File: src/rtl/vsf_pkg.sv
package vsf_pkg;

	// Configuration register indexes
	localparam logic [7:0] REG_TEMP_MIN  = 8'd0;
	localparam logic [7:0] REG_TEMP_MAX  = 8'd1;
	localparam logic [7:0] REG_HUMID_MIN = 8'd2;
	localparam logic [7:0] REG_HUMID_MAX = 8'd3;

	// Limit values after reset, tenths
	localparam logic signed [15:0] TEMP_MIN_RST  = -16'sd1000;
	localparam logic signed [15:0] TEMP_MAX_RST  = 16'sd600;
	localparam logic signed [15:0] HUMID_MIN_RST = 16'sd0;
	localparam logic signed [15:0] HUMID_MAX_RST = 16'sd1000;

	// What the back end does with a classified item
	typedef enum logic [1:0] {
		OP_REJECT,
		OP_LIVE,
		OP_STORE
	} op_t;

	// Result kinds
	typedef enum logic [2:0] {
		KIND_SENT_BUF    = 3'd0,
		KIND_SENT_LIVE   = 3'd1,
		KIND_REJECTED    = 3'd2,
		KIND_STORED      = 3'd3,
		KIND_STORED_DROP = 3'd4
	} kind_t;

	// Classified item passed from front to back
	typedef struct packed {
		logic [15:0] temperature;
		logic [15:0] humidity;
		op_t         op;
	} cmd_t;

	// One result item
	typedef struct packed {
		logic [15:0] temperature;
		logic [15:0] humidity;
		kind_t       kind;
		logic        last;
		logic [3:0]  pending;
	} res_t;

endpackage

File: src/rtl/vsf_ram.sv
module vsf_ram #(
	parameter int WIDTH = 32,
	parameter int DEPTH = 8
) (
	input  logic                                  clk,
	input  logic                                  we,
	input  logic [((DEPTH > 1) ? $clog2(DEPTH) : 1)-1:0] waddr,
	input  logic [WIDTH-1:0]                      wdata,
	input  logic                                  re,
	input  logic [((DEPTH > 1) ? $clog2(DEPTH) : 1)-1:0] raddr,
	output logic [WIDTH-1:0]                      rdata
);

	logic [WIDTH-1:0] mem_q [DEPTH];
	logic [WIDTH-1:0] rdata_q;

	// One write port, one registered read port; read data holds without re
	always_ff @(posedge clk) begin
		if (we) begin
			mem_q[waddr] <= wdata;
		end
		if (re) begin
			rdata_q <= mem_q[raddr];
		end
	end

	assign rdata = rdata_q;

endmodule

File: src/rtl/vsf_fifo.sv
module vsf_fifo #(
	parameter int WIDTH = 40,
	parameter int DEPTH = 2
) (
	input  logic             clk,
	input  logic             arst_n,
	input  logic             push,
	input  logic [WIDTH-1:0] wdata,
	output logic             full,
	input  logic             pop,
	output logic [WIDTH-1:0] rdata,
	output logic             empty
);

	localparam int AW = (DEPTH > 1) ? $clog2(DEPTH) : 1;
	localparam int CW = $clog2(DEPTH + 1);

	logic [WIDTH-1:0] slot_q [DEPTH];
	logic [AW-1:0]    wr_ptr_q;
	logic [AW-1:0]    rd_ptr_q;
	logic [CW-1:0]    count_q;
	logic             do_push;
	logic             do_pop;

	assign full    = (count_q == CW'(DEPTH));
	assign empty   = (count_q == '0);
	assign do_push = push && !full;
	assign do_pop  = pop && !empty;
	assign rdata   = slot_q[rd_ptr_q];

	// Payload storage
	always_ff @(posedge clk) begin
		if (do_push) begin
			slot_q[wr_ptr_q] <= wdata;
		end
	end

	// Pointers and occupancy
	always_ff @(posedge clk or negedge arst_n) begin
		if (!arst_n) begin
			wr_ptr_q <= '0;
			rd_ptr_q <= '0;
			count_q  <= '0;
		end else begin
			if (do_push) begin
				wr_ptr_q <= (wr_ptr_q == AW'(DEPTH - 1)) ? '0 : wr_ptr_q + 1'b1;
			end
			if (do_pop) begin
				rd_ptr_q <= (rd_ptr_q == AW'(DEPTH - 1)) ? '0 : rd_ptr_q + 1'b1;
			end
			if (do_push && !do_pop) begin
				count_q <= count_q + 1'b1;
			end else if (do_pop && !do_push) begin
				count_q <= count_q - 1'b1;
			end
		end
	end

endmodule

File: src/rtl/vsf_front.sv
module vsf_front (
	input  logic                clk,
	input  logic                arst_n,
	input  logic                cfg_write,
	input  logic [7:0]          cfg_index,
	input  logic [15:0]         cfg_data,
	input  logic signed [15:0]  temperature,
	input  logic signed [15:0]  humidity,
	input  logic                online,
	output vsf_pkg::cmd_t       cmd
);

	logic signed [15:0] temp_min_q;
	logic signed [15:0] temp_max_q;
	logic signed [15:0] humid_min_q;
	logic signed [15:0] humid_max_q;
	logic               in_range;

	// Limit registers; unknown indexes are ignored
	always_ff @(posedge clk or negedge arst_n) begin
		if (!arst_n) begin
			temp_min_q  <= vsf_pkg::TEMP_MIN_RST;
			temp_max_q  <= vsf_pkg::TEMP_MAX_RST;
			humid_min_q <= vsf_pkg::HUMID_MIN_RST;
			humid_max_q <= vsf_pkg::HUMID_MAX_RST;
		end else if (cfg_write) begin
			case (cfg_index)
				vsf_pkg::REG_TEMP_MIN:  temp_min_q  <= cfg_data;
				vsf_pkg::REG_TEMP_MAX:  temp_max_q  <= cfg_data;
				vsf_pkg::REG_HUMID_MIN: humid_min_q <= cfg_data;
				vsf_pkg::REG_HUMID_MAX: humid_max_q <= cfg_data;
				default: ;
			endcase
		end
	end

	// Inclusive range check; crossed limits reject everything
	assign in_range = (temperature >= temp_min_q) && (temperature <= temp_max_q) &&
	                  (humidity >= humid_min_q) && (humidity <= humid_max_q);

	// Classify the item
	always_comb begin
		cmd.temperature = temperature;
		cmd.humidity    = humidity;
		if (!in_range) begin
			cmd.op = vsf_pkg::OP_REJECT;
		end else if (online) begin
			cmd.op = vsf_pkg::OP_LIVE;
		end else begin
			cmd.op = vsf_pkg::OP_STORE;
		end
	end

endmodule

File: src/rtl/vsf_back.sv
module vsf_back #(
	parameter int DEPTH = 8
) (
	input  logic          clk,
	input  logic          arst_n,
	input  logic          cmd_valid,
	input  vsf_pkg::cmd_t cmd,
	output logic          cmd_pop,
	input  logic          res_full,
	output logic          res_push,
	output vsf_pkg::res_t res
);

	localparam int SW = (DEPTH > 1) ? $clog2(DEPTH) : 1;
	localparam int FW = $clog2(DEPTH + 1);
	localparam int PW = (FW > 4) ? FW : 4;

	logic [SW-1:0] rd_slot_q, rd_slot_d;
	logic [SW-1:0] wr_slot_q, wr_slot_d;
	logic [FW-1:0] fill_q, fill_d;
	logic          hold_q, hold_d;
	logic          ram_we;
	logic          ram_re;
	logic [31:0]   ram_rdata;
	logic          emit_buf;
	logic          is_full;
	logic [PW-1:0] pend_ext;

	function automatic logic [SW-1:0] next_slot(input logic [SW-1:0] s);
		return (s == SW'(DEPTH - 1)) ? '0 : s + 1'b1;
	endfunction

	vsf_ram #(
		.WIDTH(32),
		.DEPTH(DEPTH)
	) u_store (
		.clk   (clk),
		.we    (ram_we),
		.waddr (wr_slot_q),
		.wdata ({cmd.humidity, cmd.temperature}),
		.re    (ram_re),
		.raddr (rd_slot_q),
		.rdata (ram_rdata)
	);

	assign is_full = (fill_q == FW'(DEPTH));

	// Carry out the head item; a live item drains one record a cycle while the result queue has room
	always_comb begin
		cmd_pop         = 1'b0;
		res_push        = 1'b0;
		ram_we          = 1'b0;
		ram_re          = 1'b0;
		emit_buf        = 1'b0;
		rd_slot_d       = rd_slot_q;
		wr_slot_d       = wr_slot_q;
		fill_d          = fill_q;
		hold_d          = hold_q;
		res.temperature = cmd.temperature;
		res.humidity    = cmd.humidity;
		res.kind        = vsf_pkg::KIND_REJECTED;
		res.last        = 1'b1;
		if (cmd_valid) begin
			case (cmd.op)
				vsf_pkg::OP_REJECT: begin
					if (!res_full) begin
						res_push = 1'b1;
						cmd_pop  = 1'b1;
					end
				end
				vsf_pkg::OP_STORE: begin
					res.kind = is_full ? vsf_pkg::KIND_STORED_DROP : vsf_pkg::KIND_STORED;
					if (!res_full) begin
						res_push  = 1'b1;
						cmd_pop   = 1'b1;
						ram_we    = 1'b1;
						wr_slot_d = next_slot(wr_slot_q);
						if (is_full) begin
							rd_slot_d = next_slot(rd_slot_q);
						end else begin
							fill_d = fill_q + 1'b1;
						end
					end
				end
				vsf_pkg::OP_LIVE: begin
					if (hold_q) begin
						// Fetched record waits in the RAM read register
						res.temperature = ram_rdata[15:0];
						res.humidity    = ram_rdata[31:16];
						res.kind        = vsf_pkg::KIND_SENT_BUF;
						res.last        = 1'b0;
						if (!res_full) begin
							res_push = 1'b1;
							emit_buf = 1'b1;
							fill_d   = fill_q - 1'b1;
						end
					end else begin
						res.kind = vsf_pkg::KIND_SENT_LIVE;
						if (fill_q == '0 && !res_full) begin
							res_push = 1'b1;
							cmd_pop  = 1'b1;
						end
					end
					// Fetch the next record if one is left and the read register frees
					if ((fill_q > FW'(hold_q)) && (!hold_q || emit_buf)) begin
						ram_re    = 1'b1;
						rd_slot_d = next_slot(rd_slot_q);
					end
					hold_d = ram_re ? 1'b1 : (emit_buf ? 1'b0 : hold_q);
				end
				default: begin
					cmd_pop = 1'b1;
				end
			endcase
		end
		pend_ext    = PW'(fill_d);
		res.pending = pend_ext[3:0];
	end

	// Ring pointers and fill count
	always_ff @(posedge clk or negedge arst_n) begin
		if (!arst_n) begin
			rd_slot_q <= '0;
			wr_slot_q <= '0;
			fill_q    <= '0;
			hold_q    <= 1'b0;
		end else begin
			rd_slot_q <= rd_slot_d;
			wr_slot_q <= wr_slot_d;
			fill_q    <= fill_d;
			hold_q    <= hold_d;
		end
	end

endmodule

File: src/rtl/validated_store_and_forward_fifo.sv
// Channel   Direction  Handshake           Payload
// input     in         push / full         temperature, humidity, online
// result    out        empty / pop         out_temperature, out_humidity, kind, last, pending
// config    in         cfg_write           cfg_index, cfg_data
//
// A rejected or offline reading gives its result once the result queue has room. An online
// reading with an empty ring is sent directly; otherwise the back end first fetches the
// oldest record through the record RAM's registered read, sends every buffered record oldest
// first, then the live record. Reset restores default limits and empties the ring; record RAM
// contents are not cleared. Front and back each stall on their own through a two-item
// queue, and results wait in a two-item output queue.
module validated_store_and_forward_fifo #(
	parameter int DEPTH = 8
) (
	input  logic               clk,
	input  logic               arst_n,
	input  logic               push,
	output logic               full,
	input  logic signed [15:0] temperature,
	input  logic signed [15:0] humidity,
	input  logic               online,
	output logic               empty,
	input  logic               pop,
	output logic signed [15:0] out_temperature,
	output logic signed [15:0] out_humidity,
	output logic [2:0]         kind,
	output logic               last,
	output logic [3:0]         pending,
	input  logic               cfg_write,
	input  logic [7:0]         cfg_index,
	input  logic [15:0]        cfg_data
);

	vsf_pkg::cmd_t                     front_cmd;
	vsf_pkg::cmd_t                     head_cmd;
	logic [$bits(vsf_pkg::cmd_t)-1:0]  head_vec;
	logic                              cmdq_empty;
	logic                              cmd_pop;
	vsf_pkg::res_t                     back_res;
	vsf_pkg::res_t                     out_res;
	logic [$bits(vsf_pkg::res_t)-1:0]  out_vec;
	logic                              res_full;
	logic                              res_push;

	// Front end: limit registers and classification
	vsf_front u_front (
		.clk         (clk),
		.arst_n      (arst_n),
		.cfg_write   (cfg_write),
		.cfg_index   (cfg_index),
		.cfg_data    (cfg_data),
		.temperature (temperature),
		.humidity    (humidity),
		.online      (online),
		.cmd         (front_cmd)
	);

	// Queue between front and back
	vsf_fifo #(
		.WIDTH($bits(vsf_pkg::cmd_t)),
		.DEPTH(2)
	) u_cmdq (
		.clk    (clk),
		.arst_n (arst_n),
		.push   (push),
		.wdata  (front_cmd),
		.full   (full),
		.pop    (cmd_pop),
		.rdata  (head_vec),
		.empty  (cmdq_empty)
	);

	assign head_cmd = vsf_pkg::cmd_t'(head_vec);

	// Back end: ring buffer and result generation
	vsf_back #(
		.DEPTH(DEPTH)
	) u_back (
		.clk       (clk),
		.arst_n    (arst_n),
		.cmd_valid (!cmdq_empty),
		.cmd       (head_cmd),
		.cmd_pop   (cmd_pop),
		.res_full  (res_full),
		.res_push  (res_push),
		.res       (back_res)
	);

	// Result queue
	vsf_fifo #(
		.WIDTH($bits(vsf_pkg::res_t)),
		.DEPTH(2)
	) u_resq (
		.clk    (clk),
		.arst_n (arst_n),
		.push   (res_push),
		.wdata  (back_res),
		.full   (res_full),
		.pop    (pop),
		.rdata  (out_vec),
		.empty  (empty)
	);

	assign out_res         = vsf_pkg::res_t'(out_vec);
	assign out_temperature = out_res.temperature;
	assign out_humidity    = out_res.humidity;
	assign kind            = out_res.kind;
	assign last            = out_res.last;
	assign pending         = out_res.pending;

endmodule

File: config.mk
export PLATFORM = sky130hd
export DESIGN_NAME = validated_store_and_forward_fifo
export DESIGN_NICKNAME = d
export VERILOG_FILES = /design/src/rtl/vsf_pkg.sv /design/src/rtl/vsf_ram.sv /design/src/rtl/vsf_fifo.sv /design/src/rtl/vsf_front.sv /design/src/rtl/vsf_back.sv /design/src/rtl/validated_store_and_forward_fifo.sv
export SDC_FILE = /design/constraint.sdc
export NUM_CORES = 1
export LEC_CHECK = 0
export BUFFER_PORTS_ARGS = -buffer_cell sky130_fd_sc_hd__buf_2
export CORE_UTILIZATION = 57
export DETAILED_ROUTE_END_ITERATION = 8
export MAX_ROUTING_LAYER = met4
export PLACE_DENSITY = 0.82
export RECOVER_POWER = 25
export SLEW_MARGIN = 5
export SYNTH_ARGS = -nofsm -noshare
export SYNTH_HDL_FRONTEND = slang
export SYNTH_SLANG_ARGS = --single-unit
File: constraint.sdc
create_clock -name clk -period 8.8 [get_ports clk]
set_input_delay 0.44 -clock clk [delete_from_list [all_inputs] [get_ports clk]]
set_output_delay 0.44 -clock clk [all_outputs]
set_load 0.05 [all_outputs]
Word-level counts from Yosys, hierarchy flattened:

Memory sizes are Yosys's and may differ from the RTL's. A register that Yosys moved wholly into a read port is not among the register bits.
Cells that the tools add are included.

* flip-flop bits (word level): 83
* RAM bits: 404
* input port bits: 62
* memories: 3

Memories
* u_back.u_store.mem_q: depth 8, bits a word 32, read ports 1, clocked after Yosys merged registers in 1, wr ports 1, RTL line vsf_ram.sv:14 `logic [WIDTH-1:0] mem_q [DEPTH];`
* u_resq.slot_q: depth 2, bits a word 40, read ports 1, clocked after Yosys merged registers in 0, wr ports 1, RTL line vsf_fifo.sv:18 `logic [WIDTH-1:0] slot_q [DEPTH];`
* u_cmdq.slot_q: depth 2, bits a word 34, read ports 1, clocked after Yosys merged registers in 0, wr ports 1, RTL line vsf_fifo.sv:18

* add/subtract/negate cells: 12
* magnitude comparators: 5
* equal/unequal tests: 13
* muxes and demuxes: 56
* bitwise gates (word level): 2
* reduce and logical (&&, ||, !) cells: 40

Operators with widths (number)
* 2-to-1 mux 32 bit: 2
* 2-to-1 mux 36 bit: 1
* greater-or-equal comparator 16 bit: 2
* less-or-equal comparator 16 bit: 2
* 2-to-1 mux 1 bit: 31
* 2-to-1 mux 4 bit: 5
* 2-to-1 mux 3 bit: 6
* equality test 8 x 2 -> 1 bit, second input constant: 2
* logical AND 1 bit: 13
* 2-to-1 mux 2 bit: 6
* case mux 3 bit (2 select lines): 2
* zero test 1 bit: 9
* equality test 8 x 1 -> 1 bit, second input constant: 1
* zero test 8 bit: 1
* case mux 4 bit (2 select lines): 1
* AND reduction 2 bit: 4
* nonzero test 2 bit: 4
* adder 3 x 1 -> 3 bit, second input constant: 2
* equality test 2 bit, second input constant: 3
* equality test 3 bit, second input constant: 2
* zero test 2 bit: 3
* AND reduction 3 bit: 2
* AND reduction 5 bit: 1
* adder 1 bit, second input constant: 4
* other kinds (14): 19

Longest topological paths before layout:

* depth in word-level cells: 12
* depth in mapped cells: 13
* depth with buffers taken out: 11

Hierarchy:

From an unflattened synthesis, not the netlist that was laid out.

* cells, all modules: 1242
* area total of the unflattened synthesis: 22472.8 um^2

By module, submodules not included
* vsf_ram: times used 1, cells each 415, area each 10786.6 um^2, seq. area each 8648.3 um^2
* vsf_front: times used 1, cells each 420, area each 4295.4 um^2, seq. area each 1624.1 um^2
* vsf_fifo at u_resq: times used 1, cells each 144, area each 3286.9 um^2, seq. area each 2502.4 um^2
* vsf_fifo at u_cmdq: times used 1, cells each 125, area each 2801.4 um^2, seq. area each 2142.1 um^2
* vsf_back: times used 1, cells each 137, area each 1298.7 um^2, seq. area each 275.3 um^2
* validated_store_and_forward_fifo: times used 1, cells each 1, area each 3.8 um^2, seq. area each 0.0 um^2

Worst setup path after synthesis:

OpenSTA, ideal clock, no wires.

* path type: register to register
* from: reg u_cmdq.rd_ptr_q
* to: mem u_back.u_store.mem_q[0][0] (enable)
* library setup time: 0.502 ns
* data arrival time: 4.970 ns
* required time: 8.298 ns
* setup slack: 3.327 ns
* stages on the path, launching flop included: 9
* period minus slack after synthesis: 5.473 ns
* cell sequence: dfrtp_1 > clkbuf_1 > buf_1 > mux2i_1 > inv_1 > ha_1 > clkbuf_1 > nand3_1 > nor4_1

* word-level cells in the longest chain between the ends: 6

Ends and longest elaborated chain
* start, declared: RTL line vsf_fifo.sv:20 `logic [AW-1:0] rd_ptr_q;`
* start signal, assigned: RTL line vsf_fifo.sv:49 `rd_ptr_q <= (rd_ptr_q == AW'(DEPTH - 1)) ? '0 : rd_ptr_q + 1'b1;`
* memory (2 x 34 bit)
* equality test 2 bit: RTL line vsf_back.sv:64 `case (cmd.op)`
* 2-to-1 mux 1 bit: RTL line vsf_back.sv:64
* 2-to-1 mux 1 bit: RTL line vsf_back.sv:63 `if (cmd_valid) begin`
* 2-to-1 mux 1 bit: RTL line vsf_ram.sv:19 `if (we) begin`
* 2-to-1 mux 1 bit (not written as such): RTL line vsf_ram.sv:20 `mem_q[waddr] <= wdata;`
* end, declared: RTL line vsf_ram.sv:14

Every way passes these cells.

==> results.txt <==
Max Buffers Root-to-Sink = 3
Most frequent cells in the layout = edfxtp_1 (436), mux2_2 (157), ha_1 (77)
Seq/Total Area, Yosys = 70.3%
Proportion of netlist area held by the largest area contributor = 60.6%
Row count = 70
Launch point of the worst reg-to-reg path = u_back.fill_q[0]
Max-cap viol count = 4
Cts bufs inserted = 51
Diodes inserted = 0
Final WL = 43400 um
DR DRC count = 0
Core box area = 37000 um^2
Slowest Stage Delay on Critical Path = 3.18 ns
HP Class = in -> reg
Cells after Synth = 1201
Failing checks = max-capacitance violations, max-slew violations
Area grow syn2layout = 13.0%
Wire length on met1 = 17900 um
Hold depth = 3
Startpoint types = primary input
Distinct cells, synth = 57
Via Count = 11.1k
Post-route clock period utilization = 54.2%
Post-synthesis register bit count = 519
Syn_nets = 1340
Filler cells = 2483
Leak = 8.69 nW
Critical Path Start = arst_n
Peak Freq = 210 MHz
Antenna violations before repair = 0
Root buffer cell = clkbuf_16
Via/cell ratio = 5.93
Crit-path cells = clkbuf_1
Worst Path Required = 7.70 ns
Initial DRC count = 791
Top-level I/O count = 104
Largest net degree at the start of global routing = 84
Skew-Pair Late Insertion Delay = 0.57 ns
Worst reg2reg path depth = 7
Post-place setup slack = 5.55 ns
Worst slew margin = -208%
Setup TNS = 0 ns
Total GRT Usage = 23.7%
Worst-margin pin slew = 4.61 ns
Clock sinks = 519
Worst setup margin = 4.03 ns
GPL Wtd Cong = 0.882
Max VDD drop = 0.217 mV
CP top delay family = buffers and inverters
CTS tree = built
Die height = 197 um
Commonest non-fill, non-tap cell in the layout = edfxtp_1
Number of flops mapped to enable cells by yosys = 436
Die X-Extent = 197 um
Status = complete, but fails checks
H-tree depth = 2
Nets@finish = 1473
IO buf count = 103
Biggest area consumer among synthesized cells = edfxtp_1
Mapped Area = 21600 um^2
Slew Limit Fails = 195
First-pass GRT wire length = 66100 um
Setup bufs post-CTS = 0
Setup crit end kind = asynchronous set/reset pin
PostCTS Resize Cnt = 0
Post-CTS Hold Fix Bufs = 0
Critical path depth in cells = 1
Asr flop ratio synth = 16.0%
Clk_skew = 0.0262 ns
CP max stage cell = clkbuf_1
Ys flop type = edfxtp_1
Critical path type = in -> async
Ys Warns = 0
Post-route antenna net violation count = 0
Gr ovfl total = 0
Critical Path AT = 3.67 ns
Final Hold Viols = 0
Avg Cell Area, Syn = 18.0 um^2
CP Max Fanout = 83
Post-DP HPWL = 25600 um
Drt first pass iters = 5
Routed len/inst = 23.1 um
DIE AREA = 38700 um^2
Area contributors post-synth = edfxtp_1 (61%), mux2_2 (9.0%), dfrtp_1 (7.5%), mux4_2 (6.7%), ha_1 (4.5%)
Layout cells sized above 1 = 30.9%
Final min period = 4.77 ns
Initial Util = 58.5%
Worst hold start = cfg_data[15]
Vias in the first global route = 11.5k
Final Setup Violations = 0
WL met2 = 21700 um
Top Metal Used = met4
RSZ-0062 raised after global routing = false
WP buf/inv = 1
Clock-pin transition on the worst setup and hold timing paths = 0.06 ns
Met3 wire length = 2840 um
Total power per unit cell area = 341 nW/um^2
## metrics by stage
step                utilization (%)  cell area [um^2]  hold slack, ns  cells  power (mW)
finish                         66.1             24400           0.170   1880        8.33
global route                   66.1             24400           0.169   1880        8.68
CTS                            66.2             24500          0.0903   1879        8.39
detailed placement             61.7             22800           0.481   1784        6.19
global placement               61.7             22800           0.476   1784        6.09
floorplan                         -             21600           0.144   1201        5.51
## layout make-up
cell class,instances,area (um^2),share of cell area [%]
clock buffer,69,1390,5.71
multi-input combinational,567,6020,24.7
inverter,74,278,1.14
sequential,519,15200,62.2
tap,504,631,2.58
timing repair buffer,121,611,2.50
clock inverter,26,285,1.17
## layer usage
layer  global-route usage, %  vias to the layer above
li1                        -                     4951
met1                    31.4                     5690
met2                    38.8                      438
met3                    3.46                       61
met4                    6.40                        0
met5                       -                        -
## cells by family (layout without fill, tap and decap cells)
logic type | Yosys count | count (layout) | share of synthesized area [%]
flops | 519 | 519 | 70.3
mux | 257 | 257 | 16.7
simple gates | 129 | 129 | 3.13
buf+inv | 115 | 290 | 2.07
compound gates | 94 | 94 | 2.93
fa+ha+maj | 77 | 77 | 4.46
xor+xnor | 10 | 10 | 0.405
## synth_stat cells (5+ instances only)
cell	count
nor3_1	12
nand2b_1	7
nand2_1	40
xor2_1	5
inv_1	74
dfstp_2	18
mux4_2	64
nor2_1	21
mux2_1	20
edfxtp_1	436
nand3_1	7
buf_2	13
o21ai_0	28
ha_1	77
xnor2_1	5
a21o_1	6
dfrtp_1	65
buf_1	6
mux2_2	172
clkbuf_1	22
nor2b_1	8
nand4_1	14
a21oi_1	27
## state kept, by name (all words and copies together) (netlist names)
register	cells
u_front.temp_max_q	16
u_resq.rd_ptr_q	1
u_cmdq.slot_q	68
u_front.humid_min_q	16
u_back.fill_q	4
u_back.u_store.rdata	32
u_resq.slot_q	80
u_cmdq.wr_ptr_q	1
u_back.u_store.mem_q	256
u_front.temp_min_q	16
u_front.humid_max_q	16
u_back.wr_slot_q	3
u_back.hold_q	1
u_resq.count_q	2
u_cmdq.count_q	2
u_cmdq.rd_ptr_q	1
u_back.rd_slot_q	3
u_resq.wr_ptr_q	1
## final timing paths
kind | to | slack, ns
min in group asynchronous | u_front.temp_min_q[8] | 1.54
max in group clk | out_humidity[7] | 5.54
worst max register to register | u_resq.slot_q[1][17] | 5.71
worst max-delay path | u_back.rd_slot_q[0] | 4.03
worst min register to register | u_front.temp_max_q[8] | 0.49
worst min-delay path | u_front.temp_min_q[15] | 0.17
## power by group
| group | total (mW) | internal, mW | switching [mW] |
|---|---|---|---|
| sequential | 3.64 | 3.42 | 0.217 |
| combinational | 2.53 | 0.943 | 1.58 |
| clock | 2.17 | 1.26 | 0.904 |
| total | 8.33 | 5.63 | 2.71 |
Power figures use the tool's default switching activity.
